<file path="src/rtl/core/rgbyuv_pkg.sv">
// Package for the RGB pair to YUYV converter: shared types, fixed-point
// coefficients and the floor-and-saturate helper.
// No dependencies.
package rgbyuv_pkg;

    // Width of every accumulator; covers the luma sum with bias and the
    // chroma pair sum with bias, signed
    localparam int unsigned ACC_W = 26;
    localparam int unsigned PIX_W = 8;

    // BT.601 video-range coefficients, Q.16
    localparam logic signed [ACC_W-1:0] Y_R_COEF = 26'sd16843;
    localparam logic signed [ACC_W-1:0] Y_G_COEF = 26'sd33030;
    localparam logic signed [ACC_W-1:0] Y_B_COEF = 26'sd6423;
    localparam logic signed [ACC_W-1:0] U_R_COEF = -26'sd9699;
    localparam logic signed [ACC_W-1:0] U_G_COEF = -26'sd19071;
    localparam logic signed [ACC_W-1:0] U_B_COEF = 26'sd28770;
    localparam logic signed [ACC_W-1:0] V_R_COEF = 26'sd28770;
    localparam logic signed [ACC_W-1:0] V_G_COEF = -26'sd24117;
    localparam logic signed [ACC_W-1:0] V_B_COEF = -26'sd4653;

    // Biases: 16 in Q.16 for luma, 128 in Q.17 for the chroma pair sum
    localparam logic signed [ACC_W-1:0] Y_BIAS  = 26'sd1048576;
    localparam logic signed [ACC_W-1:0] UV_BIAS = 26'sd16777216;

    // Fractional bits dropped by the final floor
    localparam logic [4:0] Y_FRAC  = 5'd16;
    localparam logic [4:0] UV_FRAC = 5'd17;

    // Per-pixel sums produced by one lane
    typedef struct packed {
        logic signed [ACC_W-1:0] y_acc;   // luma, bias included
        logic signed [ACC_W-1:0] u_dot;   // U dot product, no bias
        logic signed [ACC_W-1:0] v_dot;   // V dot product, no bias
    } lane_sum_t;

    // Floor a fixed-point value and saturate to 0..255
    function automatic logic [PIX_W-1:0] sat_u8(input logic signed [ACC_W-1:0] acc,
                                                input logic [4:0] frac);
        logic signed [ACC_W-1:0] flo;
        logic [PIX_W-1:0]        res;
        flo = acc >>> frac;
        if (acc[ACC_W-1]) begin
            res = '0;
        end else if (|flo[ACC_W-1:PIX_W]) begin
            res = '1;
        end else begin
            res = flo[PIX_W-1:0];
        end
        return res;
    endfunction

endpackage

</file>
<file path="src/rtl/core/rgbyuv_lane.sv">
// One pixel lane: luma and chroma dot products of a single RGB pixel,
// registered. Depends on rgbyuv_pkg.
module rgbyuv_lane (
    input  logic                         aclk,
    input  logic                         load,
    input  logic [7:0]                   red,
    input  logic [7:0]                   green,
    input  logic [7:0]                   blue,
    output rgbyuv_pkg::lane_sum_t        sum_q
);
    import rgbyuv_pkg::*;

    logic signed [ACC_W-1:0] red_s;
    logic signed [ACC_W-1:0] green_s;
    logic signed [ACC_W-1:0] blue_s;
    lane_sum_t               sum_next;
    lane_sum_t               sum_reg;

    // Zero-extend components into the signed accumulator width
    assign red_s   = $signed({{(ACC_W-PIX_W){1'b0}}, red});
    assign green_s = $signed({{(ACC_W-PIX_W){1'b0}}, green});
    assign blue_s  = $signed({{(ACC_W-PIX_W){1'b0}}, blue});

    // Constant-coefficient dot products
    always_comb begin
        sum_next.y_acc = Y_R_COEF * red_s + Y_G_COEF * green_s + Y_B_COEF * blue_s + Y_BIAS;
        sum_next.u_dot = U_R_COEF * red_s + U_G_COEF * green_s + U_B_COEF * blue_s;
        sum_next.v_dot = V_R_COEF * red_s + V_G_COEF * green_s + V_B_COEF * blue_s;
    end

    // Payload register, no reset needed
    always_ff @(posedge aclk) begin
        if (load) begin
            sum_reg <= sum_next;
        end
    end

    assign sum_q = sum_reg;

endmodule

</file>
<file path="src/rtl/core/rgbyuv_merge.sv">
// Merge stage: averages the two lanes' chroma, floors and saturates all four
// outputs into the registered YUYV word. Depends on rgbyuv_pkg.
module rgbyuv_merge (
    input  logic                  aclk,
    input  logic                  load,
    input  rgbyuv_pkg::lane_sum_t lane_a,
    input  rgbyuv_pkg::lane_sum_t lane_b,
    output logic [31:0]           yuyv_q   // Y0, U, Y1, V from bit 0 up
);
    import rgbyuv_pkg::*;

    logic signed [ACC_W-1:0] u_acc;
    logic signed [ACC_W-1:0] v_acc;
    logic [31:0]             yuyv_next;
    logic [31:0]             yuyv_reg;

    // Pair sums in Q.17 with the 128 offset
    assign u_acc = lane_a.u_dot + lane_b.u_dot + UV_BIAS;
    assign v_acc = lane_a.v_dot + lane_b.v_dot + UV_BIAS;

    // Floor, saturate and pack
    assign yuyv_next = {sat_u8(v_acc, UV_FRAC),
                        sat_u8(lane_b.y_acc, Y_FRAC),
                        sat_u8(u_acc, UV_FRAC),
                        sat_u8(lane_a.y_acc, Y_FRAC)};

    always_ff @(posedge aclk) begin
        if (load) begin
            yuyv_reg <= yuyv_next;
        end
    end

    assign yuyv_q = yuyv_reg;

endmodule

</file>
<file path="src/rtl/core/rgb_pair_to_yuyv_top.sv">
// Top level of the RGB pair to YUYV 4:2:2 converter: two pixel lanes and a
// merge stage. Depends on rgbyuv_pkg, rgbyuv_lane and rgbyuv_merge.
//
//   channel | dir | tdata                            | tuser
//   s_      | in  | B0 G0 R0 B1 G1 R1 (48 bits)      | second_present
//   m_      | out | Y0 U Y1 V (32 bits)              | -
//
// One item per clock sustained while m_tready stays high; an accepted item
// passes the lane register, then the merge register. Throughput is set by the
// two-stage pipeline, each stage moving whenever its successor is empty or being drained.
// Reset clears both stage valid flags; payload is not reset.
// A stall on m_ fills the pipeline, after which s_tready drops.
module rgb_pair_to_yuyv_top (
    input  logic        aclk,
    input  logic        aresetn,
    input  logic        s_tvalid,
    output logic        s_tready,
    input  logic [47:0] s_tdata,   // blue_first, green_first, red_first,
                                   // blue_second, green_second, red_second
    input  logic        s_tuser,   // second_present
    output logic        m_tvalid,
    input  logic        m_tready,
    output logic [31:0] m_tdata    // luma_first, chroma_blue, luma_second, chroma_red
);
    import rgbyuv_pkg::*;

    logic       s1_valid_reg;
    logic       s1_valid_next;
    logic       m_valid_reg;
    logic       m_valid_next;
    logic       out_ready;
    logic       s1_load;
    logic       out_load;
    logic [7:0] red_b;
    logic [7:0] green_b;
    logic [7:0] blue_b;
    lane_sum_t  sum_a;
    lane_sum_t  sum_b;

    // Pipeline handshake
    assign out_ready = !m_valid_reg || m_tready;
    assign s_tready  = !s1_valid_reg || out_ready;
    assign s1_load   = s_tvalid && s_tready;
    assign out_load  = s1_valid_reg && out_ready;

    always_comb begin
        s1_valid_next = s_tready ? s_tvalid : s1_valid_reg;
        m_valid_next  = out_ready ? s1_valid_reg : m_valid_reg;
    end

    always_ff @(posedge aclk) begin
        if (!aresetn) begin
            s1_valid_reg <= 1'b0;
            m_valid_reg  <= 1'b0;
        end else begin
            s1_valid_reg <= s1_valid_next;
            m_valid_reg  <= m_valid_next;
        end
    end

    // Odd row end: second lane repeats the first pixel
    assign blue_b  = s_tuser ? s_tdata[31:24] : s_tdata[7:0];
    assign green_b = s_tuser ? s_tdata[39:32] : s_tdata[15:8];
    assign red_b   = s_tuser ? s_tdata[47:40] : s_tdata[23:16];

    rgbyuv_lane u_lane_a (
        .aclk  (aclk),
        .load  (s1_load),
        .red   (s_tdata[23:16]),
        .green (s_tdata[15:8]),
        .blue  (s_tdata[7:0]),
        .sum_q (sum_a)
    );

    rgbyuv_lane u_lane_b (
        .aclk  (aclk),
        .load  (s1_load),
        .red   (red_b),
        .green (green_b),
        .blue  (blue_b),
        .sum_q (sum_b)
    );

    rgbyuv_merge u_merge (
        .aclk   (aclk),
        .load   (out_load),
        .lane_a (sum_a),
        .lane_b (sum_b),
        .yuyv_q (m_tdata)
    );

    assign m_tvalid = m_valid_reg;

    // Back-pressure only when both stages hold an item
    a_ready_low_full: assert property (@(posedge aclk) disable iff (!aresetn)
        !s_tready |-> (s1_valid_reg && m_valid_reg))
        else $error("s_tready low with an empty stage");

    // An accepted item occupies the lane stage next cycle
    a_accept_fills: assert property (@(posedge aclk) disable iff (!aresetn)
        (s_tvalid && s_tready) |=> s1_valid_reg)
        else $error("accepted item lost from lane stage");

    // Output valid only appears from an occupied lane stage
    a_out_from_lane: assert property (@(posedge aclk) disable iff (!aresetn)
        $rose(m_tvalid) |-> $past(s1_valid_reg))
        else $error("result produced without a lane item");

endmodule
</file>
<file path="config.mk">
export PLATFORM = sky130hd
export DESIGN_NAME = rgb_pair_to_yuyv_top
export DESIGN_NICKNAME = d
export VERILOG_FILES = /design/src/rtl/core/rgbyuv_pkg.sv /design/src/rtl/core/rgbyuv_lane.sv /design/src/rtl/core/rgbyuv_merge.sv /design/src/rtl/core/rgb_pair_to_yuyv_top.sv
export SDC_FILE = /design/constraint.sdc
export NUM_CORES = 2
export LEC_CHECK = 0
export ABC_AREA = 1
export BUFFER_PORTS_ARGS = -buffer_cell sky130_fd_sc_hd__buf_2
export CAP_MARGIN = 10
export CELL_PAD_IN_SITES_DETAIL_PLACEMENT = 1
export CELL_PAD_IN_SITES_GLOBAL_PLACEMENT = 1
export CORE_MARGIN = 8
export CORE_UTILIZATION = 35
export CTS_CLUSTER_SIZE = 30
export DETAILED_ROUTE_END_ITERATION = 6
export GPL_ROUTABILITY_DRIVEN = 0
export GPL_TIMING_DRIVEN = 0
export PLACE_DENSITY = 0.66
export SLEW_MARGIN = 20
export SYNTH_ARGS = -nofsm -noshare
export SYNTH_HDL_FRONTEND = slang
export SYNTH_SLANG_ARGS = --single-unit
</file>
<file path="constraint.sdc">
create_clock -name aclk -period 8.35 [get_ports aclk]
set_input_delay 0.835 -clock aclk [delete_from_list [all_inputs] [get_ports aclk]]
set_output_delay 0.835 -clock aclk [all_outputs]
set_load 0.03 [all_outputs]
</file>
; ---- Word level (Yosys, flattened, before mapping)
; Cells that the tools add are included.
[word_totals]
register_bits = 190
out_inout_bits = 34
word_cells = 61
[op_classes]
n_addsub = 18
multipliers = 18
mux = 5
n_reduce_logical = 8
[op_table]
columns = cell, n
row1 = adder 26 bit, 14
row2 = "multiplier 16 x 9 -> 25 bit, first input constant", 4
row3 = "multiplier 15 x 8 -> 23 bit, first input constant", 4
row4 = "multiplier 14 x 8 -> 22 bit, first input constant", 4
row5 = "adder 26 x 22 -> 26 bit, second input constant", 2
row6 = "adder 26 bit, second input constant", 2
row7 = "multiplier 15 x 9 -> 24 bit, first input constant", 2
row8 = "multiplier 14 x 9 -> 23 bit, first input constant", 2
row9 = "multiplier 13 x 8 -> 21 bit, first input constant", 2
row10 = two-way mux 8 bit, 5
row11 = OR reduction 2 bit, 2
row12 = logical AND 1 bit, 2
row13 = zero test 1 bit, 2
row14 = logical OR 1 bit, 2

; ---- Depth between registers and ports, before layout
[logic_depth]
word_depth = 5
ltp_mapped = 36
ltp_nobuf = 35

; ---- Cells and area by module
; A second synthesis with hierarchy kept.
[unflattened]
hier_cells = 6596
hier_area_um2 = 53247.3
[by_module_without_submodules]
columns = mod, instances, cells_each, area_each_um2, seq_area_each_um2
row1 = rgbyuv_lane at u_lane_a, 1, 2927, 24165.7, 2342.2
row2 = rgbyuv_lane at u_lane_b, 1, 2872, 23866.6, 2342.2
row3 = rgbyuv_merge, 1, 707, 4763.3, 960.9
row4 = rgb_pair_to_yuyv_top, 1, 90, 451.7, 40.0

; ---- Least setup slack after synthesis
; No wires, ideal clock.
[synth_path]
kind = input -> register
from = input s_tuser
to = register u_lane_b.sum_reg (netlist bit u_lane_b.sum_q[49]) (data pin)
setup_ns = 0.252
arrival_ns = 7.155
path_slack_ns = 0.942
stages = 27
path_cell_list = buf_6 > clkbuf_1 > o21ai_0 > inv_1 > fa_1 > inv_1 > fa_1 > inv_1 > fa_1 > inv_1 > fa_1 > inv_1 > ha_1 > a21o_1 > a21oi_1 > o21a_1 > nand2_1 > xnor2_1 > fa_1 > inv_1 > ha_1 > a21o_1 > o21bai_1 > a211oi_1 > nand2_1 > nand2_1 > nand2_1
[synth_rtl]
columns = element, line
row1 = "start, declared", rgb_pair_to_yuyv_top.sv:20  ; input logic s_tuser,
row2 = "end signal, assigned", rgbyuv_lane.sv:34  ; sum_reg <= sum_next;
row3 = "end, declared", rgbyuv_lane.sv:17  ; lane_sum_t sum_reg;

==> impl_metrics.ini <==
[floorplanning]
dieArea_mm2 = 0.163
die_w_um = 404
core-area_mm2 = 0.150
placementRows = 142
io_pins = 87
die_height_um = 404
initial_core_util = 0.352

[worst_setup_path]
crit_family = adder cells
cp-end-kind = register
max_stage_delay_ps = 660
slowest_stage = o21ai_1
rr_endpoint = u_merge.yuyv_q[14]
cp.buffers_inverters = 8
arrival_ps = 8410
rrSetupSlack_ps = 5810
reg2reg_from = u_lane_b.sum_q[45]
worstSetupStartpoint = s_tuser
path_depth = 25
cp-start-kind = primary input
critPathRequiredTime_ps = 8620
timing.critical_path.mode_cell = inv_1
reg2regPathDepth = 11
crit_fanout = 10
criticalPathCategory = primary input to register

[detailed_routing]
drt-initial-drc-count = 2463
drc = 0
firstDrtPassIters = 7
ant_nets = 0
wire_per_inst_um = 21.0
routed_wl_um = 188000
num_vias = 46100
vias_per_cell = 5.13

[clocking]
cts.sinks = 158
cts_buffers = 17
htreeDepth = 4
clk_latency_ps = 560
clockBufferDepth = 2
cts.clk_slew.worst_paths_ps = 110
cts-root-buf = clkbuf_16
cts_tree = yes

[cells_and_area]
drive_above_1_share = 0.0353
fin_nets = 8662
finalNonFillerCells = 8994
area_growth_pct = 7.44

[run]
drv_cap = 0

[yosys]
syn_nets = 8534
ys_warn_count = 0
ys_ff_latch = 158
synth_cells = 6836
synth_seq_area_share = 0.0897
netlist_area_mm2 = 0.0527
syn_avg_cell_area_um2 = 7.71
ys_types = 47

[grt]
grt_pass1_vias = 48300
grt_max_degree = 94
track_usage = 0.228
overflow = 0
grt_antenna_before_repair = 11
grt_pass1_wl_um = 289000

[sta]
min_period_ps = 8150
max_freq_ghz = 0.123
final_max_slew_viol_count = 0
clock-skew-final_ps = 25.6
holdWs_ps = 523
hold_viol_final = 0
fin_tns_setup_ps = 0
max_slew_margin = 0.198
tightest_slew_ps = 1200
setup_viol = 0
period_share = 0.976

[hold_path]
hold_depth = 2
hp-start = u_lane_a.sum_q[72]
hold_path.class = register to register
whs_endpoint = u_merge.yuyv_q[4]

[placed_design]
dpl.hpwl_um = 167000
portBuffers = 86
placed_cells = 8942

[run_status]
status = completed
[logic make-up (layout without fill, tap and decap cells)]
family	count (synthesis)	in the layout	share of synthesized area
XOR/XNOR	376	376	0.0625
AO/OA/AOI/OAI	911	911	0.0969
other	0	1	0
adder cells (fa/ha/maj)	1645	1645	0.466
buffers and inverters	1469	1610	0.105
flip-flops	158	158	0.0897
AND/OR/NAND/NOR	2277	2277	0.180
[cell type report]
class	count	area, µm²
fill	18700	93000
multi-input combinational	5209	42500
inverter	1459	5510
sequential	158	4720
tap	2016	2520
timing repair buffer	109	639
clock buffer	17	425
clock inverter	15	191
buffer	10	50.0
antenna	1	2.50
[cells in the final DEF, fill, tap and decap left out, types with 164 or more instances in the layout]
cell	count
a21oi_1	468
fa_1	529
ha_1	1112
inv_1	1431
nand2_1	1250
nand3_1	299
nor2_1	485
o21ai_0	164
xnor2_1	164
xor2_1	210
[stage by stage]
step	utilization	cell area [µm²]	setup WS, ps
floorplan	-	52700	942
global placement	0.372	55600	-2500
detailed placement	0.373	55700	-1200
CTS	0.377	56400	22.8
global route	0.378	56600	-31.7
finish	0.378	56600	204
[Yosys cell counts, drive strengths merged]
| cell type | number | area, µm² |
|---|---|---|
| a21boi | 16 | 120 |
| ha | 1114 | 13900 |
| nor3b | 2 | 20.0 |
| o2111ai | 1 | 8.76 |
| o21bai | 60 | 454 |
| buf | 2 | 18.8 |
| a31oi | 26 | 163 |
| nor3 | 71 | 355 |
| a21oi | 469 | 2350 |
| or2 | 22 | 138 |
| dfxtp | 2 | 40.0 |
| nand2b | 2 | 12.5 |
| nand4 | 93 | 582 |
| nand3b | 14 | 105 |
| a211oi | 7 | 52.6 |
| edfxtp | 156 | 4680 |
| nor4 | 20 | 125 |
| o21a | 18 | 135 |
| fa | 531 | 10600 |
| a31o | 6 | 52.6 |
| nor2b | 1 | 6.26 |
| nand3 | 300 | 1510 |
| inv | 1458 | 5470 |
| o211ai | 6 | 45.0 |
| nand2 | 1262 | 4770 |
| o21ai | 245 | 1300 |
| clkinv | 1 | 3.75 |
| xnor2 | 166 | 1450 |
| clkbuf | 8 | 30.0 |
| o31ai | 5 | 37.5 |
| and2 | 2 | 12.5 |
| nor2 | 488 | 1830 |
| xor2 | 210 | 1840 |
| a21o | 52 | 390 |
[worst reg2reg max path: stages (launching register included)]
cell and delay (ps):
edfxtp_1 450, ha_1 320, ha_1 420, nand2_1 130, nor2_1 210, nand2_1 100, nor4_1 170, nand2_1 120
nand2_1 70, nand2_1 60, nand2_2 160, nor2_1 90
[timing repair]
action | CTS | global route
hold buffers | 0 | 0
cloned | 0 | 0
setup endpoints to repair | 20 | 26
pin swaps | 0 | 1
resized for setup | 14 | 21
setup buffers | 4 | 15
[worst max path at each step]
stage | to | slack, ps
floorplan | u_lane_b.sum_q[49] | 940
global placement | u_lane_b.sum_q[51] | -2500
detailed placement | u_lane_b.sum_q[51] | -1200
CTS | u_lane_b.sum_q[22] | 20
global route | u_lane_b.sum_q[51] | -30
finish | u_lane_b.sum_q[46] | 200
[per-layer routing]
layer | GRT usage | vias to the layer above | share of wire
met5 | 0 | - | 0.00043
met4 | 0.0540 | 12 | 0.025
met3 | 0.0353 | 189 | 0.049
met2 | 0.360 | 856 | 0.44
met1 | 0.327 | 22800 | 0.49
li1 | - | 22300 | -
Power is not shown: default switching activity piles up to over one toggle a cycle in this logic, so the estimate is an artifact.
